## src/hw/rtl/vfrt_pkg.sv

```systemverilog
// shared types and constants of the video fragment reassembly tracker
`timescale 1ns / 1ps
`default_nettype none
package vfrt_pkg;

  localparam int SLOTS           = 4;
  localparam int CHUNK_BYTES     = 1000;
  localparam int MAX_FRAME_BYTES = 4 * 1024 * 1024;
  localparam int MAX_CHUNKS      = 4195;
  localparam int HDR_BYTES       = 8;

  localparam int SLOT_W     = (SLOTS > 1) ? $clog2(SLOTS) : 1;
  localparam int CNT_W      = $clog2(MAX_CHUNKS + 1);
  localparam int SIZE_W     = $clog2(MAX_FRAME_BYTES + 1);
  localparam int SEEN_DEPTH = SLOTS * MAX_CHUNKS;
  localparam int SEEN_AW    = (SEEN_DEPTH > 1) ? $clog2(SEEN_DEPTH) : 1;
  localparam int EPOCH_W    = 8;
  localparam logic [EPOCH_W-1:0] EPOCH_FIRST = EPOCH_W'(1);
  localparam logic [EPOCH_W-1:0] EPOCH_LAST  = {EPOCH_W{1'b1}};
  localparam int FIFO_DEPTH = 2;

  localparam logic [15:0] TIMEOUT_RST = 16'd250;
  localparam logic [15:0] MIN_DIM_RST = 16'd64;
  localparam logic [15:0] MAX_W_RST   = 16'd3840;
  localparam logic [15:0] MAX_H_RST   = 16'd2160;

  typedef enum logic [1:0] {
    REG_TIMEOUT = 2'd0,
    REG_MIN_DIM = 2'd1,
    REG_MAX_W   = 2'd2,
    REG_MAX_H   = 2'd3
  } reg_idx_e;

  typedef enum logic [2:0] {
    ST_STORED    = 3'd0,
    ST_COMPLETE  = 3'd1,
    ST_STALE     = 3'd2,
    ST_MALFORMED = 3'd3,
    ST_DUPLICATE = 3'd4,
    ST_BAD_DIM   = 3'd5
  } status_e;

  typedef enum logic [1:0] {
    F_IDLE,
    F_MUL,
    F_PUSH
  } front_state_e;

  typedef enum logic [3:0] {
    B_INIT,
    B_IDLE,
    B_CHECK,
    B_LOOKUP,
    B_EVICT,
    B_ALLOC,
    B_SWEEP,
    B_READ,
    B_TEST,
    B_DONE,
    B_OUT
  } back_state_e;

  typedef struct packed {
    logic [63:0] frame_number;
    logic        is_keyframe;
    logic [10:0] fragment_length;
    logic [15:0] chunk_index;
    logic [15:0] chunk_total;
    logic [31:0] frame_bytes;
    logic [31:0] first_word;
    logic [31:0] second_word;
    logic [31:0] now_ms;
  } in_item_t;

  typedef struct packed {
    status_e     status;
    logic [1:0]  slot;
    logic [21:0] write_offset;
    logic        frame_keyframe;
    logic [31:0] frame_width;
    logic [31:0] frame_height;
  } out_item_t;

  typedef struct packed {
    logic [15:0] timeout_ms;
    logic [15:0] min_dimension;
    logic [15:0] max_width;
    logic [15:0] max_height;
  } cfg_t;

  // classified descriptor handed from front to back
  typedef struct packed {
    logic [63:0]       frame_number;
    logic              is_keyframe;
    logic              short_len;
    logic              malformed;
    logic [CNT_W-1:0]  chunk_index;
    logic [CNT_W-1:0]  chunk_total;
    logic [SIZE_W-1:0] frame_bytes;
    logic [SIZE_W-1:0] offset;
    logic [31:0]       first_word;
    logic [31:0]       second_word;
    logic [31:0]       now_ms;
  } job_t;

endpackage
`default_nettype wire

```

## src/hw/rtl/vfrt_front.sv

```systemverilog
// front end: takes descriptors and runs the stateless length and count checks
`timescale 1ns / 1ps
`default_nettype none
module vfrt_front (
  input  logic               clk_i,
  input  logic               rst_ni,
  input  vfrt_pkg::in_item_t in_i,
  input  logic               in_valid_i,
  output logic               in_stall_o,
  input  logic               hold_i,
  input  logic               full_i,
  output logic               push_o,
  output vfrt_pkg::job_t     job_o
);
  import vfrt_pkg::*;

  localparam int PROD_W = 16 + $clog2(CHUNK_BYTES + 1);
  localparam int CMP_W  = ((PROD_W > 32) ? PROD_W : 32) + 2;

  front_state_e state_q, state_d;
  in_item_t     in_q;
  logic [PROD_W-1:0] cntk_q, cntk_d;
  logic [PROD_W-1:0] off_q, off_d;

  logic [CMP_W-1:0] size_x, cntk_x, off_x, rem_x, expect_x, plen_x;
  logic size_bad, cnt_bad, len_bad;

  assign in_stall_o = (state_q != F_IDLE) || hold_i;

  always_comb begin
    size_x   = CMP_W'(in_q.frame_bytes);
    cntk_x   = CMP_W'(cntk_q);
    off_x    = CMP_W'(off_q);
    rem_x    = size_x - off_x;
    expect_x = (rem_x < CMP_W'(CHUNK_BYTES)) ? rem_x : CMP_W'(CHUNK_BYTES);
    plen_x   = CMP_W'(in_q.fragment_length) - CMP_W'(HDR_BYTES);
    size_bad = (size_x < CMP_W'(HDR_BYTES)) || (size_x > CMP_W'(MAX_FRAME_BYTES));
    // count must equal ceil(size / chunk): (cnt-1)*chunk < size <= cnt*chunk
    cnt_bad  = (in_q.chunk_total == 16'd0) || (size_x > cntk_x) ||
               (size_x + CMP_W'(CHUNK_BYTES) <= cntk_x) ||
               (CMP_W'(in_q.chunk_total) > CMP_W'(MAX_CHUNKS)) ||
               (in_q.chunk_index >= in_q.chunk_total);
    len_bad  = plen_x != expect_x;

    job_o.frame_number = in_q.frame_number;
    job_o.is_keyframe  = in_q.is_keyframe;
    job_o.short_len    = in_q.fragment_length < 11'(HDR_BYTES);
    job_o.malformed    = size_bad || cnt_bad || len_bad;
    job_o.chunk_index  = CNT_W'(in_q.chunk_index);
    job_o.chunk_total  = CNT_W'(in_q.chunk_total);
    job_o.frame_bytes  = SIZE_W'(in_q.frame_bytes);
    job_o.offset       = SIZE_W'(off_q);
    job_o.first_word   = in_q.first_word;
    job_o.second_word  = in_q.second_word;
    job_o.now_ms       = in_q.now_ms;
  end

  always_comb begin
    state_d = state_q;
    cntk_d  = cntk_q;
    off_d   = off_q;
    push_o  = 1'b0;
    case (state_q)
      F_IDLE: begin
        if (in_valid_i && !in_stall_o) begin
          state_d = F_MUL;
        end
      end
      F_MUL: begin
        cntk_d  = PROD_W'(in_q.chunk_total * CHUNK_BYTES);
        off_d   = PROD_W'(in_q.chunk_index * CHUNK_BYTES);
        state_d = F_PUSH;
      end
      F_PUSH: begin
        if (!full_i) begin
          push_o  = 1'b1;
          state_d = F_IDLE;
        end
      end
      default: state_d = F_IDLE;
    endcase
  end

  always_ff @(posedge clk_i or negedge rst_ni) begin
    if (!rst_ni) begin
      state_q <= F_IDLE;
    end else begin
      state_q <= state_d;
    end
  end

  always_ff @(posedge clk_i) begin
    if (in_valid_i && !in_stall_o) begin
      in_q <= in_i;
    end
    cntk_q <= cntk_d;
    off_q  <= off_d;
  end

endmodule
`default_nettype wire

```

## config.mk

```make
export PLATFORM = sky130hd
export DESIGN_NAME = vfrt_front
export DESIGN_NICKNAME = d
export VERILOG_FILES = /design/src/hw/rtl/vfrt_pkg.sv /design/src/hw/rtl/vfrt_front.sv
export SDC_FILE = /design/constraint.sdc
export NUM_CORES = 1
export LEC_CHECK = 0
export BUFFER_PORTS_ARGS = -buffer_cell sky130_fd_sc_hd__buf_2
export CAP_MARGIN = 20
export CORE_MARGIN = 4
export CORE_UTILIZATION = 55
export CTS_CLUSTER_DIAMETER = 40
export CTS_CLUSTER_SIZE = 20
export DETAILED_ROUTE_END_ITERATION = 16
export GPL_ROUTABILITY_DRIVEN = 0
export PLACE_DENSITY = 0.85
export SLEW_MARGIN = 15
export SYNTH_ARGS = -nofsm -noshare
export SYNTH_HDL_FRONTEND = slang
export SYNTH_SLANG_ARGS = --single-unit
```

## constraint.sdc

```tcl
create_clock -name clk_i -period 12.7 [get_ports clk_i]
set_clock_uncertainty 0.15 [all_clocks]
set_input_delay 2.54 -clock clk_i [delete_from_list [all_inputs] [get_ports clk_i]]
set_output_delay 2.54 -clock clk_i [all_outputs]
set_load 0.01 [all_outputs]
```

# After elaboration in Yosys (flattened, before gate mapping)
# Cells that the tools add are included.
# Widths: inputs -> output; s select.
[op_classes]
n_mux = 6
mul = 2
reduce_logical = 14
n_eq_ne = 5
add_sub_neg = 3
magnitude_cmp = 8
[op_table]
columns = ["cell", "count"]
rows = [
  ["$mul 16x7->23 const B", 2],
  ["$lt 34x10->1 const B", 1],
  ["$mux 34", 1],
  ["$ne 34x34->1", 1],
  ["$add 32x10->33 const B", 1],
  ["$le 33x26->1", 1],
  ["$sub 32x26->33", 1],
  ["$gt 32x23->1 const B", 1],
  ["$gt 32x26->1", 1],
  ["$lt 32x4->1 const B", 1],
  ["$ge 16x16->1", 1],
  ["$gt 16x13->1 const B", 1],
  ["$logic_not 16->1", 1],
  ["$sub 11x4->12 const B", 1],
  ["$lt 11x4->1 const B", 1],
  ["$logic_or 1x1->1", 8],
  ["$pmux 2 s3", 1],
  ["$mux 2", 2],
  ["$ne 2x2->1 const B", 2],
  ["$eq 2x1->1 const B", 1],
  ["$eq 2x2->1 const B", 1],
  ["$logic_not 2->1", 1],
  ["$mux 1", 2],
  ["$reduce_and 2->1", 1],
  ["other kinds (3)", 3],
]
[totals]
wordCells = 50
out_inout_bits = 237
input_bits = 241
ff_bits = 284

# Longest topological paths before layout
[logic_depth]
ltp_word = 7
ltp_mapped = 18
depth_no_buf = 18

# Least setup slack after synthesis
# OpenSTA, ideal clock, no wires.
[synth_timing]
kind = "input-to-reg"
start = "input port hold_i"
end = "register in_q[119] (netlist name) (enable)"
n_path_buf = 0
setup_time_ns = 0.838
path_slack_ns = -1.025
path_stages = 2
arrival_time_ns = 12.737
required_ns = 11.712
cell_sequence = "or3_1 > nor2_1"
[synth_via]
elab_chain_cells = 3
[synth_rtl]
columns = ["element", "line_no", "rtl"]
rows = [
  ["from (decl)", "vfrt_front.sv:10", "input logic hold_i,"],
  ["$logic_or 1x1->1", "vfrt_front.sv:28", "assign in_stall_o = (state_q != F_IDLE) || hold_i;"],
  ["$logic_not 1->1", "vfrt_front.sv:93", "if (in_valid_i && !in_stall_o) begin"],
  ["$logic_and 1x1->1", "vfrt_front.sv:93", ""],
  ["to (signal assigned)", "vfrt_front.sv:94", "in_q <= in_i;"],
  ["to (decl)", "vfrt_front.sv:21", "in_item_t in_q;"],
]
# No other way between the ends.
# A chain may end at the register's enable or synchronous reset.

==> impl_metrics.py <==
metrics = {
    "status": {
        "status": "finished, final reports clean",
    },
    "power": {
        "combPwrFrac": 0.398,
        "peakVddDrop_mv": 0.2111,
        "p_leak_uw": 0.009762,
        "swShare": 0.3591,
        "p_switching_uw": 1452,
        "p_per_area_nw_per_um2": 181.6,
        "seq_power_share": 0.313,
        "p_int_uw": 2591,
        "power_frac_clock": 0.290,
    },
    "finish": {
        "multiInputGateArea_um2": 8859,
        "nets": 2441,
        "final_cells": 2381,
        "drive_above_1_share": 0.3001,
        "ff_latch_area_um2": 8518,
        "n_fill_cell": 2620,
        "area_growth_pct": 13.03,
    },
    "setup_path": {
        "critPathMaxFanout": 8,
        "cp-start-kind": "flop",
        "reg2reg_to": "off_q[25]$_DFFE_PN_",
        "crit_arrival_ps": 5490,
        "crit_start": "job_o[122]$_DFFE_PP_",
        "crit_end": "job_o[168]",
        "criticalPathCategory": "flop to output pin",
        "reg2regPathDepth": 17,
        "worst-endpoint-required_ps": 10010,
        "end_kind": "output pin",
        "reg2reg_slack_ps": 6440,
        "reg2reg_from": "job_o[157]$_DFFE_PP_",
    },
    "job": {
        "maxCapViolations": 0,
    },
    "clock_tree": {
        "numCtsBuffers": 39,
        "path_clk_slew_ps": 50,
        "htreeDepth": 2,
        "cts_root_buffer": "clkbuf_16",
        "clock_latency_ps": 550,
        "cts_max_path_buffers": 3,
        "cts_tree": "built",
        "hold_buffers": 0,
        "cts_resized": 0,
        "cts.sinks": 284,
        "postCtsSetupRepairBufs": 0,
    },
    "floorplanning": {
        "die_y_um": 197.3,
        "io_pins": 478,
        "initial_core_util": 0.5552,
        "fp-row-count": 69,
        "die-area_um2": 38910,
        "die_x_um": 197.3,
        "core_um2": 35480,
    },
    "grt": {
        "first_global_vias": 14047,
        "grt_pass1_wl_um": 80450,
        "grt_max_degree": 74,
        "grt_overflow_total": 0,
        "antenna_found_initial": 10,
        "gr-usage-all-layers": 0.2702,
    },
    "timing": {
        "finalCritPeriodShare": 0.6442,
        "rsz0062_at_grt": "no",
        "slew_headroom": 0.3413,
        "fmax_mhz": 122.2,
        "hold_viol_final": 0,
        "setup_tns_ps": 0,
        "setup_violations": 0,
        "final-max-slew-violation-count": 0,
        "tightest_slew_ps": 988.0,
        "min_period_ps": 8181,
    },
    "logic_synthesis": {
        "synth_area_leaders": "edfxtp_1 43%, ha_1 13%, fa_1 11%, buf_4 8.9%, inv_1 2.4%",
        "synth_top_area_cell": "edfxtp_1",
        "synth-async-reset-ratio": 0.007042,
        "ys_seq_area_frac": 0.4324,
        "synth_top_cell_area_share": 0.4299,
        "synth_cells": 1613,
        "syn-cell-area_um2": 19700,
        "yosys.cell_types.count": 83,
        "synthFlopType": "edfxtp_1",
        "synth_seq_cells": 284,
        "synth_edf_count": 282,
        "synth.avg_cell_area_um2": 12.21,
        "synth_warnings": 0,
    },
    "detailed_routing": {
        "dr.pass1.iters": 8,
        "drt_iter0_markers": 1069,
        "wire_per_inst_um": 22.54,
        "vias_per_cell": 5.704,
        "drt_wl_total_um": 53670,
        "drc": 0,
        "ant_nets": 0,
        "num_vias": 13582,
    },
    "placed_design": {
        "dp_hpwl_um": 43790,
        "numPortBuffers": 474,
        "dp_cells": 2305,
    },
    "worst_hold_path": {
        "hold_path_class": "flop to flop",
    },
}
## logic make-up (layout without fill, tap and decap cells)
kind of cell	count (synthesis)	in the layout	share of synthesized area
fa+ha+maj	315	315	0.2416
xor+xnor	75	75	0.03335
simple gates	314	314	0.08861
compound gates	244	244	0.08219
flops	284	284	0.4324
mux	5	5	0.002604
other cells	1	7	0.0001904
buf+inv	375	676	0.1190
## critical path, stage by stage (launching register included)
cell	delay [ps]
edfxtp_1	510
inv_1	170
ha_1	250
fa_1	470
inv_1	100
o22ai_1	160
nor4b_1	520
nand3_1	150
or4_1	510
a221oi_1	470
o221ai_1	360
a2111oi_0	410
nand4_1	160
or4b_1	530
buf_2	170
## final cells by class
cell class                      count  area share
Clock inverter                     30     0.01882
Sequential cell                   284      0.3826
Tap cell                          461     0.02590
Multi-Input combinational cell    956      0.3978
Antenna cell                        4   0.0004495
Clock buffer                       42     0.04529
Inverter                          126     0.02124
Timing Repair Buffer              478      0.1079
## metal layers
layer,track usage,up-vias,part of all wire
li1,-,6131,-
met1,0.3204,6544,0.35
met2,0.4565,710,0.49
met3,0.08613,185,0.10
met4,0.1135,12,0.050
met5,0,-,0.0015
## synth_stat cells (all sizes together), types with 13 or more instances
library cell / count
ha: 206
a21o: 25
fa: 109
inv: 126
nand3: 31
buf: 240
a21oi: 73
nor2: 58
nand4: 25
edfxtp: 282
xor2: 23
nor2b: 16
nand2: 54
xnor2: 52
and3: 13
nor3: 28
o21ai: 44
## cells in the final DEF, fill, tap and decap left out, drive strengths merged, types with 6 or more instances in the layout
cell type	instances
nand3b	7
nor3	28
o211ai	12
nor4	12
clkinv	7
a211oi	10
a21oi	73
fa	109
nand2b	12
nand3	31
or3	12
or4	6
clkbuf	42
a21o	25
and3	13
ha	206
edfxtp	282
nand4	25
and2	12
nor2	58
a31oi	12
o21ai	44
inv	140
o21a	11
buf	478
xnor2	52
nor2b	16
or2	7
xor2	23
nand2	54
## metrics by stage
step / util / area [um2] / hold slack (ps) / total power, uW / worst slack (ps)
6_report: 0.6275 / 22270 / 449.7 / 4043 / 4519
5_1_grt: 0.6272 / 22260 / 461.4 / 4304 / 4411
3_3_place_gp: 0.5870 / 20830 / 416.7 / 2781 / 5353
3_5_place_dp: 0.5870 / 20830 / 434.1 / 2849 / 5305
4_1_cts: 0.6272 / 22260 / 453.4 / 4041 / 4717
2_1_floorplan: - / 19710 / 359.3 / 2505 / 2975
## registers in the layout (all words and copies together), names as in the netlist
signal,cells
in_q,26
off_q,23
state_q,2
cntk_q,23
job_o,210
## power groups by stage
stage	Clock, uW	Combinational, uW	Sequential [uW]
after floorplan	0	1240	1260
after global placement	0	1500	1280
after detailed placement	0	1570	1280
after CTS	1190	1590	1260
after global routing	1230	1800	1270
final	1170	1610	1260
## how the worst min path moves through the flow
stage / startpoint / endpoint / slack, ps / cells after the start
detailed placement: state_q[0]$_DFFE_PN0P_ / state_q[1]$_DFFE_PN0P_ / 430 / 2
global placement: state_q[0]$_DFFE_PN0P_ / state_q[1]$_DFFE_PN0P_ / 420 / 2
floorplan: state_q[1]$_DFFE_PN0P_ / state_q[1]$_DFFE_PN0P_ / 360 / 2
global route: state_q[0]$_DFFE_PN0P_ / state_q[1]$_DFFE_PN0P_ / 460 / 2
CTS: state_q[0]$_DFFE_PN0P_ / state_q[1]$_DFFE_PN0P_ / 450 / 2
finish: state_q[0]$_DFFE_PN0P_ / state_q[1]$_DFFE_PN0P_ / 450 / 2
(Power assumes the default switching activity.)
