[config.mk]
export PLATFORM = sky130hd
export DESIGN_NAME = vfrt_queue
export DESIGN_NICKNAME = d
export VERILOG_FILES = /design/src/hw/rtl/vfrt_pkg.sv /design/src/hw/rtl/vfrt_queue.sv
export SDC_FILE = /design/constraint.sdc
export NUM_CORES = 1
export LEC_CHECK = 0
export BUFFER_PORTS_ARGS = -buffer_cell sky130_fd_sc_hd__buf_2
export CAP_MARGIN = 20
export CORE_ASPECT_RATIO = 1.5
export CORE_MARGIN = 2
export CORE_UTILIZATION = 47
export DETAILED_ROUTE_END_ITERATION = 6
export GPL_TIMING_DRIVEN = 0
export PLACE_DENSITY = 0.84
export SLEW_MARGIN = 20
export SYNTH_ARGS = -nofsm -noshare
export SYNTH_HDL_FRONTEND = slang
export SYNTH_SLANG_ARGS = --single-unit
[constraint.sdc]
create_clock -name clk_i -period 10.9 [get_ports clk_i]
set_input_delay 0.545 -clock clk_i [delete_from_list [all_inputs] [get_ports clk_i]]
set_output_delay 0.545 -clock clk_i [all_outputs]
set_load 0.005 [all_outputs]
[src/hw/rtl/vfrt_pkg.sv]
// shared types and constants of the video fragment reassembly tracker
`timescale 1ns / 1ps
`default_nettype none
package vfrt_pkg;

  localparam int SLOTS           = 4;
  localparam int CHUNK_BYTES     = 1000;
  localparam int MAX_FRAME_BYTES = 4 * 1024 * 1024;
  localparam int MAX_CHUNKS      = 4195;
  localparam int HDR_BYTES       = 8;

  localparam int SLOT_W     = (SLOTS > 1) ? $clog2(SLOTS) : 1;
  localparam int CNT_W      = $clog2(MAX_CHUNKS + 1);
  localparam int SIZE_W     = $clog2(MAX_FRAME_BYTES + 1);
  localparam int SEEN_DEPTH = SLOTS * MAX_CHUNKS;
  localparam int SEEN_AW    = (SEEN_DEPTH > 1) ? $clog2(SEEN_DEPTH) : 1;
  localparam int EPOCH_W    = 8;
  localparam logic [EPOCH_W-1:0] EPOCH_FIRST = EPOCH_W'(1);
  localparam logic [EPOCH_W-1:0] EPOCH_LAST  = {EPOCH_W{1'b1}};
  localparam int FIFO_DEPTH = 2;

  localparam logic [15:0] TIMEOUT_RST = 16'd250;
  localparam logic [15:0] MIN_DIM_RST = 16'd64;
  localparam logic [15:0] MAX_W_RST   = 16'd3840;
  localparam logic [15:0] MAX_H_RST   = 16'd2160;

  typedef enum logic [1:0] {
    REG_TIMEOUT = 2'd0,
    REG_MIN_DIM = 2'd1,
    REG_MAX_W   = 2'd2,
    REG_MAX_H   = 2'd3
  } reg_idx_e;

  typedef enum logic [2:0] {
    ST_STORED    = 3'd0,
    ST_COMPLETE  = 3'd1,
    ST_STALE     = 3'd2,
    ST_MALFORMED = 3'd3,
    ST_DUPLICATE = 3'd4,
    ST_BAD_DIM   = 3'd5
  } status_e;

  typedef enum logic [1:0] {
    F_IDLE,
    F_MUL,
    F_PUSH
  } front_state_e;

  typedef enum logic [3:0] {
    B_INIT,
    B_IDLE,
    B_CHECK,
    B_LOOKUP,
    B_EVICT,
    B_ALLOC,
    B_SWEEP,
    B_READ,
    B_TEST,
    B_DONE,
    B_OUT
  } back_state_e;

  typedef struct packed {
    logic [63:0] frame_number;
    logic        is_keyframe;
    logic [10:0] fragment_length;
    logic [15:0] chunk_index;
    logic [15:0] chunk_total;
    logic [31:0] frame_bytes;
    logic [31:0] first_word;
    logic [31:0] second_word;
    logic [31:0] now_ms;
  } in_item_t;

  typedef struct packed {
    status_e     status;
    logic [1:0]  slot;
    logic [21:0] write_offset;
    logic        frame_keyframe;
    logic [31:0] frame_width;
    logic [31:0] frame_height;
  } out_item_t;

  typedef struct packed {
    logic [15:0] timeout_ms;
    logic [15:0] min_dimension;
    logic [15:0] max_width;
    logic [15:0] max_height;
  } cfg_t;

  // classified descriptor handed from front to back
  typedef struct packed {
    logic [63:0]       frame_number;
    logic              is_keyframe;
    logic              short_len;
    logic              malformed;
    logic [CNT_W-1:0]  chunk_index;
    logic [CNT_W-1:0]  chunk_total;
    logic [SIZE_W-1:0] frame_bytes;
    logic [SIZE_W-1:0] offset;
    logic [31:0]       first_word;
    logic [31:0]       second_word;
    logic [31:0]       now_ms;
  } job_t;

endpackage
`default_nettype wire

[src/hw/rtl/vfrt_queue.sv]
// short queue of classified descriptors between front and back
`timescale 1ns / 1ps
`default_nettype none
module vfrt_queue (
  input  logic           clk_i,
  input  logic           rst_ni,
  input  logic           push_i,
  input  vfrt_pkg::job_t job_i,
  input  logic           pop_i,
  output vfrt_pkg::job_t job_o,
  output logic           empty_o,
  output logic           full_o
);
  import vfrt_pkg::*;

  localparam int PTR_W = (FIFO_DEPTH > 1) ? $clog2(FIFO_DEPTH) : 1;
  localparam int FILL_W = $clog2(FIFO_DEPTH + 1);

  job_t              entry_q [FIFO_DEPTH];
  logic [PTR_W-1:0]  wr_q, wr_d, rd_q, rd_d;
  logic [FILL_W-1:0] fill_q, fill_d;

  assign empty_o = fill_q == '0;
  assign full_o  = fill_q == FILL_W'(FIFO_DEPTH);
  assign job_o   = entry_q[rd_q];

  always_comb begin
    wr_d   = wr_q;
    rd_d   = rd_q;
    fill_d = fill_q;
    if (push_i) begin
      wr_d = (wr_q == PTR_W'(FIFO_DEPTH - 1)) ? '0 : wr_q + PTR_W'(1);
    end
    if (pop_i) begin
      rd_d = (rd_q == PTR_W'(FIFO_DEPTH - 1)) ? '0 : rd_q + PTR_W'(1);
    end
    if (push_i && !pop_i) begin
      fill_d = fill_q + FILL_W'(1);
    end else if (pop_i && !push_i) begin
      fill_d = fill_q - FILL_W'(1);
    end
  end

  always_ff @(posedge clk_i or negedge rst_ni) begin
    if (!rst_ni) begin
      wr_q   <= '0;
      rd_q   <= '0;
      fill_q <= '0;
    end else begin
      wr_q   <= wr_d;
      rd_q   <= rd_d;
      fill_q <= fill_d;
    end
  end

  always_ff @(posedge clk_i) begin
    if (push_i) begin
      entry_q[wr_q] <= job_i;
    end
  end

endmodule
`default_nettype wire

# Word-level counts from Yosys, hierarchy flattened
# Memories as Yosys holds them, arrays and structs flattened.
# Cells that the tools add are included.
# totals
register_bits,4
ramBits,470
inputBits,239
out_inout_bits,237
elab_cells,21
memories,1
# op_classes
add_sub_neg,4
eq_ne,1
n_mux,6
reduce_logical,6
# mem_list
name,words,width,rd,rd_ports_with_merged_regs,wr,line_no,rtl
entry_q,2,235,1,0,1,vfrt_queue.sv:19,job_t entry_q [FIFO_DEPTH];
# ops
operator,count
1-bit two-way mux,4
2-bit two-way mux,2
1-bit adder (second input constant),2
2-bit by 1-bit adder with 2-bit output (second input constant),1
2-bit equality test (second input constant),1
1-bit logical AND,2
1-bit zero test,2
2-bit zero test,1
2-bit nonzero test,1
2-bit by 1-bit subtractor with 2-bit output (second input constant),1

# Logic depth before layout (Yosys ltp)
# Gate-level depths: netlist (run 1).
# depth
depth_word,4
depth_mapped,5
mapped_depth_nobuf,5

# Least setup slack after synthesis (run 1)
# No wires, ideal clock.
# synth_path
kind,flip-flop to flip-flop
startpoint,reg wr_q
endpoint,mem entry_q[0][0] (netlist name) (enable)
setup_ps,863
arrival_ps,10758
slack_ps,-721
stages_incl_launch_ff,2
path_buffers,0
synth_period_minus_slack_ps,11621
path_cell_list,dfrtp_1 nor2b_1
# synth_rtl
element,line_no,rtl
start: declaration,vfrt_queue.sv:20,"logic [PTR_W-1:0] wr_q, wr_d, rd_q, rd_d;"
start signal: assignment,vfrt_queue.sv:50,wr_q <= wr_d;
end: declaration,vfrt_queue.sv:19,
# No word-level cell before the write port.

==> results of run 1 <==
## path summary, 6_finish.rpt
check / start / to / slack, ns / cells after the start
setup / recovery: rd_q / job_o[113] / 8.27 / 4
hold / removal: job_i[54] / entry_q[1][54] / 0.20 / 1
setup reg to reg: wr_q / entry_q[0][86] / 8.77 / 4
hold reg to reg: fill_q[1] / fill_q[1] / 0.49 / 1
max in group asynchronous: rst_ni / fill_q[1] / 10.43 / 2
min in group asynchronous: rst_ni / fill_q[0] / 0.35 / 2
## flip-flops by register name, summed over array words and instances, names as in the netlist
signal   cells
fill_q       2
entry_q    470
wr_q         1
rd_q         1
## layer usage
layer,routed length [um],vias to the layer above,global-route usage [%],share of wire (%)
li1,-,4068,-,-
met1,12800,4481,20.2,34
met2,20500,365,34.9,55
met3,2370,106,4.48,6.3
met4,1780,8,9.83,4.7
met5,47,-,0,0.13
## cell usage after synthesis (all sizes together)
cell type	instances	area (um^2)
xor2	4	35.0
edfxtp	470	14100
xnor2	1	8.76
buf	26	189
and2	1	6.26
nor2b	2	12.5
mux2	235	2800
inv	1	3.75
nor2	2	7.51
ha	1	12.5
dfrtp	4	100
## metrics by stage
| stage | cell area (um^2) | hold slack [ns] | worst slack [ns] | power, mW |
|---|---|---|---|---|
| after CTS | 21900 | 0.164 | 8.17 | 5.63 |
| after global routing | 22000 | 0.168 | 8.15 | 5.79 |
| after floorplan | 17300 | 0.249 | 3.80 | 3.50 |
| after global placement | 20300 | 0.351 | 0.611 | 4.20 |
| after detailed placement | 20600 | 0.357 | 8.47 | 4.20 |
| final | 22000 | 0.199 | 8.27 | 5.56 |
## area by class of cell
type                    count  area share (%)
inverters                   1          0.0171
plain buffers              26           0.860
flip-flops and latches    474            64.7
clock buffers              50            5.02
multi-input cells         246            13.2
well taps                 484            2.76
diodes                      8          0.0911
repair buffers            490            12.4
clock inverters            23           0.968
## power by group through the flow
| stage | clock network [mW] | registers, mW | logic (mW) |
|---|---|---|---|
| 2_1_floorplan | 0 | 2.59 | 0.908 |
| 3_5_place_dp | 0 | 2.53 | 1.67 |
| 3_3_place_gp | 0 | 2.65 | 1.55 |
| 6_report | 1.42 | 2.49 | 1.65 |
| 4_1_cts | 1.45 | 2.49 | 1.68 |
| 5_1_grt | 1.51 | 2.52 | 1.76 |
## cell families (layout without fill, tap and decap cells)
family	count (synthesis)	count (layout)	share of synthesized area, %
other cells	0	8	0
simple gates	5	5	0.152
mux	235	235	16.2
fa+ha+maj	1	1	0.0724
flops	474	474	82.2
buf+inv	27	590	1.11
xor+xnor	5	5	0.253
==> run metrics, run 1 <==
status=completed; DRT Wirelength=37.5 mm; pin count of the biggest net entering global routing=57; P_int=4.04 mW; clock share of power=25.5%; Sink Count=474; GPL Wtd Cong=0.809; period utilization=24.1%; Sw Share=27.4%; Hold Path Class=primary input to flip-flop; Synth warnings=0; initial antenna violation count=12; first-pass GRT wire length=54.6 mm; highest-count cells in the layout ignoring fill and taps=buf_2 (485), edfxtp_1 (470), mux2_2 (195), clkbuf_16 (43), mux2_4 (40); Slew HR=46.4%; die area=0.0384 mm^2; sequential share of power=44.8%; final hold violation count=0; Fin Setup TNS=0 ns; post-CTS repair timing setup buffer count=0; register bit total from synthesis=474; Combinational Power Share=29.8%; placed insts=1720; maximum VDD drop=171 uV; unrepaired setup endpoints after global routing=false; max_cap viols=0; crit path max fanout=10; drt first pass iters=5; GR Util All Layers=19.0%; # rows=86; Synth Instances=747; P_leak=8.40 nW; depth of the CTS H-tree=2; dpl hpwl=27.0 mm; Switch Pwr=1.52 mW; FF+latch area=0.0142 mm^2; Initial Util=47.4%; largest stage delay on the critical path=0.41 ns; routed via count=9028; Post-layout nets=1521; TritonCTS clock tree=done; IO Pins=476; Worst-Skew Late Latency=0.53 ns; Data required, critical path=10.36 ns; crit-path leading delay family=buffers and inverters; ANT nets after route=0; clk slew on worst S/H paths=0.06 ns; vias in the first global route=9648; drc violations=0; CP Capture Type=output port; gr ovfl total=0; sequential area share after synthesis=82.2%; Pins Over Slew Limit=0; worst-path cell chain=buf_2, buf_4, mux2_2, buf_2; min cycle time layout=2.63 ns; Net Count, Synth=987; Achievable Freq=380 MHz; vias per std cell=5.01; Synth cell types=14; Hold-fix buffers, CTS=1; clk root buf=clkbuf_16; Crit Path Class=flip-flop to output port; Die X=161 um; Worst EP arrival=2.09 ns; Crit-path slowest cell=mux2_2; fin util=60.2%; Crit path top cell by count=buf_2; Multi-input gate area=0.00289 mm^2; Die Ht=239 um; ratio of cells with drive above 1 in the final layout=62.1%; Core Area=0.0365 mm^2; post_cts resized=0; fin cells=1802; worst-margin pin slew=0.803 ns; Avg Inst Size Synth=23.1 um^2; Startpoint Class=flip-flop; WL per Instance=20.8 um; area delta synth->final=27.1%; iteration-0 DRC count of the detailed router=491; clock skew=0.0154 ns; Fill cells=2567; commonest non-fill, non-tap cell in the layout=buf_2; total CTS buffers=42; synthesized area=0.0173 mm^2; WP buf/inv=3; PD cells=253 mW/mm^2; final setup fails=0; IO Port Bufs=475; clk buf depth=3
Power figures use the tool's default switching activity.
==> run 2: changes to the inputs <==
- CORE_UTILIZATION: 47 -> 52
- PLACE_DENSITY: 0.84 -> 0.87
- clock period: 10.9 -> 2.5 ns (I/O delays scaled with it)
==> run 2 against run 1 <==
Hold slack better by 0.10 ns. Critical path depth unchanged. Clock skew up 0.0057 ns. Via count increased by 16%. Worst setup slack got worse by 8.1 ns. Cell area grew 11%. Power rose to 4.5 times the previous value. Final cell count up 9.5%. Utilization is 14 points higher. Clock-buffer cell count is 5 higher. Register-to-register slack got worse by 8.5 ns.
==> run metrics, run 2 (synthesis gave the netlist of run 1 again) <==
status=completed; vias in the first global route=11428; pin count of the biggest net entering global routing=57; Crit Path Class=flip-flop to output port; worst reg2reg startpoint=wr_q; Die Ht=227 um; initial antenna violation count=6; routed via count=10448; Die X=153 um; iteration-0 DRC count of the detailed router=737; largest registers=entry_q x470, fill_q x2; highest-count cells in the layout ignoring fill and taps=buf_2 (485), edfxtp_1 (470), dlygate4sd3_1 (239), mux2_2 (195), clkbuf_16 (45); Initial Util=53.0%; Sink Count=474; max reg flops=470; drc violations=0; worst-margin pin slew=0.632 ns; TritonCTS clock tree=done; sequential share of power=43.4%; ANT nets after route=0; vias per std cell=5.29; Biggest register=entry_q; Overall Power=25.3 mW; Combinational Power Share=30.9%; WL per Instance=24.0 um; total CTS buffers=42; IO Pins=476; IO Port Bufs=475; final setup fails=0; Startpoint Class=flip-flop; clk slew on worst S/H paths=0.07 ns; PD cells=1040 mW/mm^2; maximum VDD drop=894 uV; first-pass GRT wire length=67.7 mm; Sw Share=28.4%; ratio of cells with drive above 1 in the final layout=52.2%; Slew HR=57.7%; gr ovfl total=0; clk root buf=clkbuf_16; unrepaired setup endpoints after global routing=false; P_leak=9.41 nW; Setup crit start=rd_q; clock skew=0.0212 ns; CP Capture Type=output port; clock share of power=25.7%; R2R Setup Slk=0.24 ns; Hold Crit Start=job_i[58]; commonest non-fill, non-tap cell in the layout=buf_2; Fin Setup TNS=0 ns; area delta synth->final=40.7%; depth of the CTS H-tree=2; min cycle time layout=2.29 ns; GPL Wtd Cong=0.795; Hold Path Class=primary input to flip-flop; Pins Over Slew Limit=0; P_int=18.1 mW; period utilization=91.5%; Worst EP arrival=2.16 ns; Data required, critical path=2.38 ns; GR Util All Layers=26.1%; die area=0.0347 mm^2; crit path max fanout=10; clk buf depth=3; post_cts resized=0; final hold violation count=0; # rows=81; Core Area=0.0326 mm^2; dpl hpwl=28.0 mm; drt first pass iters=4; fin util=74.5%; Post-layout nets=1761; Achievable Freq=437 MHz; Switch Pwr=7.17 mW; DRT Wirelength=47.3 mm; max_cap viols=0; Worst-Skew Late Latency=0.54 ns
==> run 2: timing repair <==
action | in CTS | in global routing
endpoints found under the hold margin | 477 | 0
buffers inserted | 0 | 0
endpoints found under the setup margin | 0 | 18
hold buffers | 239 | 0
==> run 2: worst max-delay path: stages (launching register included) <==
cell,delay (ns)
dfrtp_1,0.34
buf_2,0.40
buf_4,0.32
mux2_2,0.40
buf_2,0.14
==> run 2: power groups by stage <==
stage	clock network (mW)	registers, mW	logic (mW)
6_report	6.50	11.0	7.81
3_5_place_dp	0	11.0	7.26
4_1_cts	6.46	10.9	7.62
2_1_floorplan	0	11.1	3.96
3_3_place_gp	0	11.2	6.72
5_1_grt	6.86	11.1	8.21
==> run 2: cell type report <==
| cell class | instances | area, um^2 |
|---|---|---|
| flip-flops and latches | 474 | 14200 |
| fillers | 1708 | 8310 |
| repair buffers | 729 | 5120 |
| multi-input cells | 247 | 2900 |
| clock buffers | 55 | 1160 |
| well taps | 415 | 519 |
| clock inverters | 19 | 193 |
| plain buffers | 26 | 189 |
| diodes | 8 | 20.0 |
| inverters | 1 | 3.75 |
==> run 2: per-stage QoR <==
step,std cells,setup slack [ns],instance area [um^2],hold WS [ns]
after floorplan,747,-1.83,17300,-0.171
after global placement,1637,-3.47,20200,-0.0685
after detailed placement,1652,0.138,20500,-0.0661
after CTS,1965,0.0917,24300,0.271
after global routing,1972,0.131,24300,0.293
final,1974,0.212,24300,0.299
==> run 2: final timing paths <==
check / endpoint / depth (start not counted)
max: job_o[145] / 4
max reg2reg: entry_q[0][214] / 6
min reg2reg: fill_q[1] / 1
max in group asynchronous: fill_q[1] / 3
min: entry_q[1][58] / 2
min in group asynchronous: rd_q / 3
==> run 2: routing by layer <==
| layer | global-route usage (%) | vias up | routed length, um | share of wire (%) |
|---|---|---|---|---|
| met5 | 0 | - | 0 | 0 |
| met4 | 13.9 | 0 | 2630 | 5.6 |
| met3 | 5.06 | 152 | 3020 | 6.4 |
| met2 | 48.0 | 610 | 25800 | 55 |
| met1 | 28.5 | 5147 | 15800 | 33 |
| li1 | - | 4539 | - | - |
